<file path="config.mk">
export PLATFORM = sky130hd
export DESIGN_NAME = refcounted_slot_pool_allocator
export DESIGN_NICKNAME = d
export VERILOG_FILES = /design/src/rtl/rspa_pkg.sv /design/src/rtl/rspa_lowest_free.sv /design/src/rtl/refcounted_slot_pool_allocator.sv
export SDC_FILE = /design/constraint.sdc
export NUM_CORES = 1
export LEC_CHECK = 0
export ABC_AREA = 1
export BUFFER_PORTS_ARGS = -buffer_cell sky130_fd_sc_hd__buf_2
export CORE_ASPECT_RATIO = 1.2
export CORE_MARGIN = 3
export CORE_UTILIZATION = 60
export DETAILED_ROUTE_END_ITERATION = 16
export PLACE_DENSITY = 0.81
export REMOVE_ABC_BUFFERS = 1
export SYNTH_ARGS = -nofsm -noshare
export SYNTH_HDL_FRONTEND = slang
export SYNTH_SLANG_ARGS = --single-unit
</file>
<file path="constraint.sdc">
create_clock -name i_clk -period 5.94 [get_ports i_clk]
set_input_delay 0 -clock i_clk [delete_from_list [all_inputs] [get_ports i_clk]]
set_output_delay 0 -clock i_clk [all_outputs]
set_load 0.05 [all_outputs]
</file>
<file path="src/rtl/rspa_pkg.sv">
`timescale 1ns / 1ps
// ----------------------------------------------------------------------------
// rspa_pkg
// Shared types and field widths for the refcounted slot pool allocator.
// ----------------------------------------------------------------------------
package rspa_pkg;

    localparam int ACTION_W  = 2;
    localparam int SLOT_W    = 3;
    localparam int STATUS_W  = 2;
    localparam int REFS_W    = 4;
    localparam int S_TDATA_W = 8;
    localparam int M_TDATA_W = 16;

    typedef enum logic [ACTION_W-1:0] {
        ACT_ACQUIRE = 2'd0,
        ACT_RELEASE = 2'd1,
        ACT_RETAIN  = 2'd2,
        ACT_NOP     = 2'd3
    } t_action;

    typedef enum logic [STATUS_W-1:0] {
        ST_OK         = 2'd0,
        ST_EXHAUSTED  = 2'd1,
        ST_NOT_IN_USE = 2'd2,
        ST_SATURATED  = 2'd3
    } t_status;

endpackage

</file>
<file path="src/rtl/rspa_lowest_free.sv">
`timescale 1ns / 1ps
// ----------------------------------------------------------------------------
// rspa_lowest_free
// Priority encoder: finds the lowest-numbered free slot in the pool.
// ----------------------------------------------------------------------------
module rspa_lowest_free #(
    parameter int POOL_SLOTS = 8
) (
    input  logic [POOL_SLOTS-1:0]         i_free,
    output logic                          o_found,
    output logic [$clog2(POOL_SLOTS)-1:0] o_idx
);

    localparam int IDX_W = $clog2(POOL_SLOTS);

    always_comb begin
        o_found = |i_free;
        o_idx   = '0;
        // scan downward so the lowest free slot wins
        for (int i = POOL_SLOTS - 1; i >= 0; i--) begin
            if (i_free[i]) begin
                o_idx = IDX_W'(i);
            end
        end
    end

endmodule

</file>
<file path="src/rtl/refcounted_slot_pool_allocator.sv">
`timescale 1ns / 1ps
// ----------------------------------------------------------------------------
// refcounted_slot_pool_allocator
// Buffer slot pool with per-slot in-use bit and reference count.
// ----------------------------------------------------------------------------
// Each transaction passes through the input register, then one pass of
// lookup/update logic into the result register.
// Throughput: one transaction per cycle while the sink accepts; slot state is
// written at the same edge the result is captured, so the next request sees it at once.
// Reset clears all in-use bits and both pipeline valids; a free slot's count
// reads as zero, so the count array itself needs no reset.
module refcounted_slot_pool_allocator #(
    parameter int POOL_SLOTS     = 8,
    parameter int REF_COUNT_BITS = 4
) (
    input  logic                           i_clk,
    input  logic                           i_rst_n,
    input  logic                           i_s_tvalid,
    output logic                           o_s_tready,
    // [1:0] action, [4:2] slot, [7:5] zero
    input  logic [rspa_pkg::S_TDATA_W-1:0] i_s_tdata,
    output logic                           o_m_tvalid,
    input  logic                           i_m_tready,
    // [1:0] status, [4:2] slot_out, [5] freed, [9:6] refs_after, [15:10] zero
    output logic [rspa_pkg::M_TDATA_W-1:0] o_m_tdata
);

    localparam int IDX_W  = $clog2(POOL_SLOTS);
    localparam int SEL_W  = ((IDX_W > rspa_pkg::SLOT_W) ? IDX_W : rspa_pkg::SLOT_W) + 1;
    localparam int CNT_W  = REF_COUNT_BITS;
    localparam int CEXT_W = (CNT_W > rspa_pkg::REFS_W) ? CNT_W : rspa_pkg::REFS_W;
    localparam logic [CNT_W-1:0] CNT_MAX = '1;
    localparam logic [CNT_W-1:0] CNT_ONE = CNT_W'(1);

    // input register
    logic                          r_in_valid;
    rspa_pkg::t_action             r_in_action;
    logic [rspa_pkg::SLOT_W-1:0]   r_in_slot;

    // result register
    logic                          r_out_valid;
    rspa_pkg::t_status             r_out_status;
    logic [rspa_pkg::SLOT_W-1:0]   r_out_slot;
    logic                          r_out_freed;
    logic [rspa_pkg::REFS_W-1:0]   r_out_refs;

    // slot state
    logic [POOL_SLOTS-1:0]         r_in_use;
    logic [CNT_W-1:0]              r_cnt [POOL_SLOTS];

    logic                          w_out_free;
    logic                          w_adv;
    logic                          w_s_acc;
    logic                          w_found;
    logic [IDX_W-1:0]              w_grant;
    logic [SEL_W-1:0]              w_slot_wide;
    logic                          w_in_range;
    logic [IDX_W-1:0]              w_idx;
    logic                          w_cur_use;
    logic [CNT_W-1:0]              w_cur_cnt;

    rspa_pkg::t_status             n_status;
    logic [SEL_W-1:0]              n_slot;
    logic                          n_freed;
    logic [CNT_W-1:0]              n_refs;
    logic                          n_wr_en;
    logic [IDX_W-1:0]              n_wr_idx;
    logic [CNT_W-1:0]              n_wr_cnt;
    logic                          n_set_use;
    logic                          n_clr_use;
    logic [CEXT_W-1:0]             w_refs_ext;
    logic [POOL_SLOTS-1:0]         w_cnt_nz;

    assign w_out_free = !r_out_valid || i_m_tready;
    assign w_adv      = r_in_valid && w_out_free;
    assign o_s_tready = !r_in_valid || w_out_free;
    assign w_s_acc    = i_s_tvalid && o_s_tready;

    rspa_lowest_free #(
        .POOL_SLOTS (POOL_SLOTS)
    ) u_lowest_free (
        .i_free  (~r_in_use),
        .o_found (w_found),
        .o_idx   (w_grant)
    );

    assign w_slot_wide = SEL_W'(r_in_slot);
    assign w_in_range  = w_slot_wide < SEL_W'(POOL_SLOTS);
    assign w_idx       = w_slot_wide[IDX_W-1:0];
    assign w_cur_use   = w_in_range && r_in_use[w_idx];
    assign w_cur_cnt   = w_cur_use ? r_cnt[w_idx] : '0;

    always_comb begin
        n_status  = rspa_pkg::ST_OK;
        n_slot    = w_slot_wide;
        n_freed   = 1'b0;
        n_refs    = '0;
        n_wr_en   = 1'b0;
        n_wr_idx  = w_idx;
        n_wr_cnt  = '0;
        n_set_use = 1'b0;
        n_clr_use = 1'b0;
        unique case (r_in_action)
            rspa_pkg::ACT_ACQUIRE: begin
                if (w_found) begin
                    n_slot    = SEL_W'(w_grant);
                    n_refs    = CNT_ONE;
                    n_wr_en   = 1'b1;
                    n_wr_idx  = w_grant;
                    n_wr_cnt  = CNT_ONE;
                    n_set_use = 1'b1;
                end else begin
                    n_status = rspa_pkg::ST_EXHAUSTED;
                    n_slot   = '0;
                end
            end
            rspa_pkg::ACT_RELEASE: begin
                if (!w_cur_use) begin
                    n_status = rspa_pkg::ST_NOT_IN_USE;
                end else begin
                    // an in-use slot always holds at least one reference
                    n_wr_en  = 1'b1;
                    n_wr_cnt = w_cur_cnt - CNT_ONE;
                    if (w_cur_cnt == CNT_ONE) begin
                        n_clr_use = 1'b1;
                        n_freed   = 1'b1;
                    end else begin
                        n_refs = w_cur_cnt - CNT_ONE;
                    end
                end
            end
            rspa_pkg::ACT_RETAIN: begin
                if (!w_cur_use) begin
                    n_status = rspa_pkg::ST_NOT_IN_USE;
                end else if (w_cur_cnt == CNT_MAX) begin
                    n_status = rspa_pkg::ST_SATURATED;
                    n_refs   = CNT_MAX;
                end else begin
                    n_wr_en  = 1'b1;
                    n_wr_cnt = w_cur_cnt + CNT_ONE;
                    n_refs   = w_cur_cnt + CNT_ONE;
                end
            end
            rspa_pkg::ACT_NOP: begin
                n_refs = w_cur_cnt;
            end
            default: begin
                n_status = rspa_pkg::ST_OK;
            end
        endcase
    end

    assign w_refs_ext = CEXT_W'(n_refs);

    always_ff @(posedge i_clk) begin
        if (!i_rst_n) begin
            r_in_valid  <= 1'b0;
            r_out_valid <= 1'b0;
            r_in_use    <= '0;
        end else begin
            if (w_s_acc) begin
                r_in_valid <= 1'b1;
            end else if (w_adv) begin
                r_in_valid <= 1'b0;
            end
            if (w_adv) begin
                r_out_valid <= 1'b1;
            end else if (i_m_tready) begin
                r_out_valid <= 1'b0;
            end
            if (w_adv && n_set_use) begin
                r_in_use[n_wr_idx] <= 1'b1;
            end else if (w_adv && n_clr_use) begin
                r_in_use[n_wr_idx] <= 1'b0;
            end
        end
    end

    // payload registers and count array
    always_ff @(posedge i_clk) begin
        if (w_s_acc) begin
            r_in_action <= rspa_pkg::t_action'(i_s_tdata[1:0]);
            r_in_slot   <= i_s_tdata[4:2];
        end
        if (w_adv) begin
            r_out_status <= n_status;
            r_out_slot   <= n_slot[rspa_pkg::SLOT_W-1:0];
            r_out_freed  <= n_freed;
            r_out_refs   <= w_refs_ext[rspa_pkg::REFS_W-1:0];
            if (n_wr_en) begin
                r_cnt[n_wr_idx] <= n_wr_cnt;
            end
        end
    end

    assign o_m_tvalid = r_out_valid;
    assign o_m_tdata  = {6'd0, r_out_refs, r_out_freed, r_out_slot, r_out_status};

    always_comb begin
        for (int i = 0; i < POOL_SLOTS; i++) begin
            w_cnt_nz[i] = (r_cnt[i] != '0);
        end
    end

    // every slot in use carries at least one reference
    a_use_has_refs: assert property (@(posedge i_clk) disable iff (!i_rst_n)
        (r_in_use & ~w_cnt_nz) == '0)
        else $error("in-use slot with zero reference count");

    // a granted slot is marked in use right after the grant
    a_grant_marks: assert property (@(posedge i_clk) disable iff (!i_rst_n)
        (w_adv && r_in_action == rspa_pkg::ACT_ACQUIRE && w_found)
        |=> r_in_use[$past(w_grant)])
        else $error("granted slot not marked in use");

    // exhausted only when every slot is taken
    a_exhaust_full: assert property (@(posedge i_clk) disable iff (!i_rst_n)
        (w_adv && n_status == rspa_pkg::ST_EXHAUSTED) |-> (&r_in_use))
        else $error("pool reported exhausted with a free slot");

    // a freed result clears the slot's in-use bit
    a_free_clears: assert property (@(posedge i_clk) disable iff (!i_rst_n)
        (w_adv && n_freed) |=> !r_in_use[$past(n_wr_idx)])
        else $error("freed slot still marked in use");

endmodule

</file>
==> results by group <==
Finish
  – Storage element area: 1672 um2
  – Synth-to-layout area growth: 12.26%
  – Area of the multi-input gates: 1174 um2
  – FILL cells: 388
  – N_diodes: 0
  – Final net count: 410
  – Post-Layout Cell Count: 460
  – Share of cells above drive strength 1: 15.50%

STA
  – Max Clk Rate: 301.9 MHz
  – Fin crit period: 3313 ps
  – Fin Hold WS: 28.73 ps
  – Slew HR: 24.57%
  – Setup violations, final: 0
  – Clk_skew: 9.551 ps
  – Pins Over Slew Limit: 0
  – Unrepaired setup endpoints after global routing: no
  – Setup_tns: 0 ps
  – Actual slew at the worst max-slew pin: 1120 ps
  – Final Hold Violating Endpoints: 0
  – Final period util: 55.77%

Clocking
  – H-Tree Depth: 3
  – Post-CTS Resized: 0
  – Post-CTS setup buffer count: 0
  – Num CTS Buffers: 9
  – Clk_lat worst skew: 340 ps
  – Sink Count: 60
  – Root Driver: clkbuf_8
  – Clock transition at path regs: 70 ps
  – CTS tree: built
  – Max clock buf depth: 2

Setup path
  – Critical path startpoint category: flop
  – Critical Path AT: 3290 ps
  – Worst path slowest cell: o21ai_0
  – Crit end category: flop
  – Worst-path cell chain: inv_2, o21ai_0, nand3_1, nand2_1, inv_1, nand2_1, ha_1, xnor2_1, inv_1, o21ai_0
  – Crit-path max cell delay: 860 ps
  – CP required: 5920 ps
  – Critical path type: flop to flop
  – Worst-path maximum fanout: 17

Synthesis
  – EDFF count, synth: 47
  – Post-Syn Instances: 363
  – Post-Syn Area: 3113 um2
  – Post-synthesis register bit count: 60
  – Top post-synthesis cells by count: 89 x nand2_1, 47 x edfxtp_1, 46 x inv_1, 41 x nand3_1, 41 x nor2_1
  – Most common cell in the netlist: nand2_1
  – Syn avg cell area: 8.576 um2
  – Synth top area cells: edfxtp_1 45%, nand2_1 11%, dfxtp_1 8.4%
  – Share of the synthesized area in the top cell type: 45.34%
  – Async SR Flop Fraction: 0%
  – Area leader, netlist: edfxtp_1
  – Library cells used by synthesis: 28
  – Ys Warns: 0
  – Ys flop type: edfxtp_1
  – Sequential fraction of the synthesis area: 53.70%

Power
  – Leakage power: 1.447 nW
  – Design Power: 0.9874 mW
  – Sw Ratio: 26.24%
  – Pint: 0.7282 mW
  – Psw: 0.2591 mW
  – Power density over cell area: 282.5 nW/um2
  – Clock power frac: 39.3%
  – Logic pwr share: 12.6%
  – VDD IR-drop max: 0.0001872 V
  – Sequential power share: 48.1%

Die
  – Row count: 28
  – Initial core utilization: 62.58%
  – I/O pin count: 30
  – Die Area: 6092 um2
  – Core area: 4975 um2
  – Die height: 84.91 um
  – Die width: 71.76 um

Place
  – Hpwl dp: 4659 um
  – Dpl cells: 437
  – Port Buf Inserts: 20
  – Gpl congestion: 0.9164

Route
  – DR iter-0 viols: 255
  – Vias per inst: 5.472
  – WL/cell: 14.71 um
  – Vias: 2517
  – # DRC: 0
  – 1st-pass router iterations: 4
  – Final WL: 6768 um
  – DRT antenna net count: 0

Run status
  – Status: completed

GRT
  – Number of global-route vias before repair: 2545
  – Largest net degree at the start of global routing: 20
  – Antenna violations before repair: 0
  – First-pass GRT wire length: 11330 um
  – GRT overflow: 0
  – All-layer global routing usage: 24.25%

Worst hold path
  – Hold Path Class: input pin to flop

Flow run
  – Max cap viols: 0
-- layout make-up --
type	count	area share (%)
Multi-Input combinational cell	244	33.58
Clock buffer	9	3.545
Sequential cell	60	47.83
Inverter	53	5.693
Clock inverter	7	2.327
Timing Repair Buffer	27	4.869
Tap cell	60	2.148
-- worst max-delay path, delay by kind of cell, from the launching register on --
family | cells | cell delay, ps
buf+inv | 3 | 390
compound gates | 2 | 1120
simple gates | 3 | 390
xor+xnor | 1 | 140
fa+ha+maj | 1 | 190
flops | 1 | 720
-- cells in the final DEF, fill, tap and decap left out, types with 9 or more instances in the layout --
cell type and n:
a21oi_1 13, buf_2 20, clkbuf_8 9, dfxtp_1 13
edfxtp_1 47, inv_1 46, nand2_1 89, nand3_1 41
nor2_1 41, o21ai_0 19
-- path summary, 6_finish.rpt --
check / startpoint / endpoint / slack [ps] / cells after the start
setup / recovery: flop / r_cnt[4][2]$_DFFE_PP_ / 2630 / 10
hold / removal: i_rst_n / o_m_tvalid$_SDFFE_PN0P_ / 30 / 3
setup reg to reg: flop / r_cnt[4][2]$_DFFE_PP_ / 2630 / 10
hold reg to reg: flop / flop / 500 / 2
-- metrics by stage --
stage / util, % / setup WS, ps / instance area, um2
floorplan: - / 3541 / 3044
global placement: 64.71 / 2875 / 3219
detailed placement: 64.71 / 2694 / 3219
CTS: 70.25 / 2678 / 3495
global route: 70.25 / 2337 / 3495
finish: 70.25 / 2627 / 3495
-- what timing repair did --
action	4_1_cts	5_1_grt
setup endpoints to repair	0	0
hold buffers	7	0
endpoints found under the hold margin	10	0
-- power groups by stage --
stage                     registers, mW  logic (mW)  clock network, mW
final                             0.475       0.124              0.388
after global routing              0.476       0.137              0.408
after CTS                         0.475       0.123              0.389
after detailed placement          0.484       0.118                  0
after global placement            0.483       0.115                  0
after floorplan                   0.494      0.0790                  0
-- cells by family (layout without fill, tap and decap cells) --
kind of cell | Yosys count | after routing | synth area share (%)
buffers and inverters | 64 | 96 | 9.204
and+or+nand+nor | 196 | 196 | 28.86
other | 1 | 6 | 0.1205
xor gates and xnor gates | 1 | 1 | 0.2814
adders and majority gates | 3 | 3 | 1.206
DFF | 60 | 60 | 53.70
AOI/OAI and AO/OA | 38 | 38 | 6.632
-- routing by layer --
| metal | share of wire (%) | wire length [um] | global-route usage, % |
|---|---|---|---|
| met1 | 41 | 2756 | 26.76 |
| met2 | 52 | 3542 | 42.56 |
| met3 | 3.7 | 253 | 3.791 |
| met4 | 3.2 | 216 | 15.73 |
| met5 | 0 | 0 | 0 |
Power figures use the tool's default switching activity.
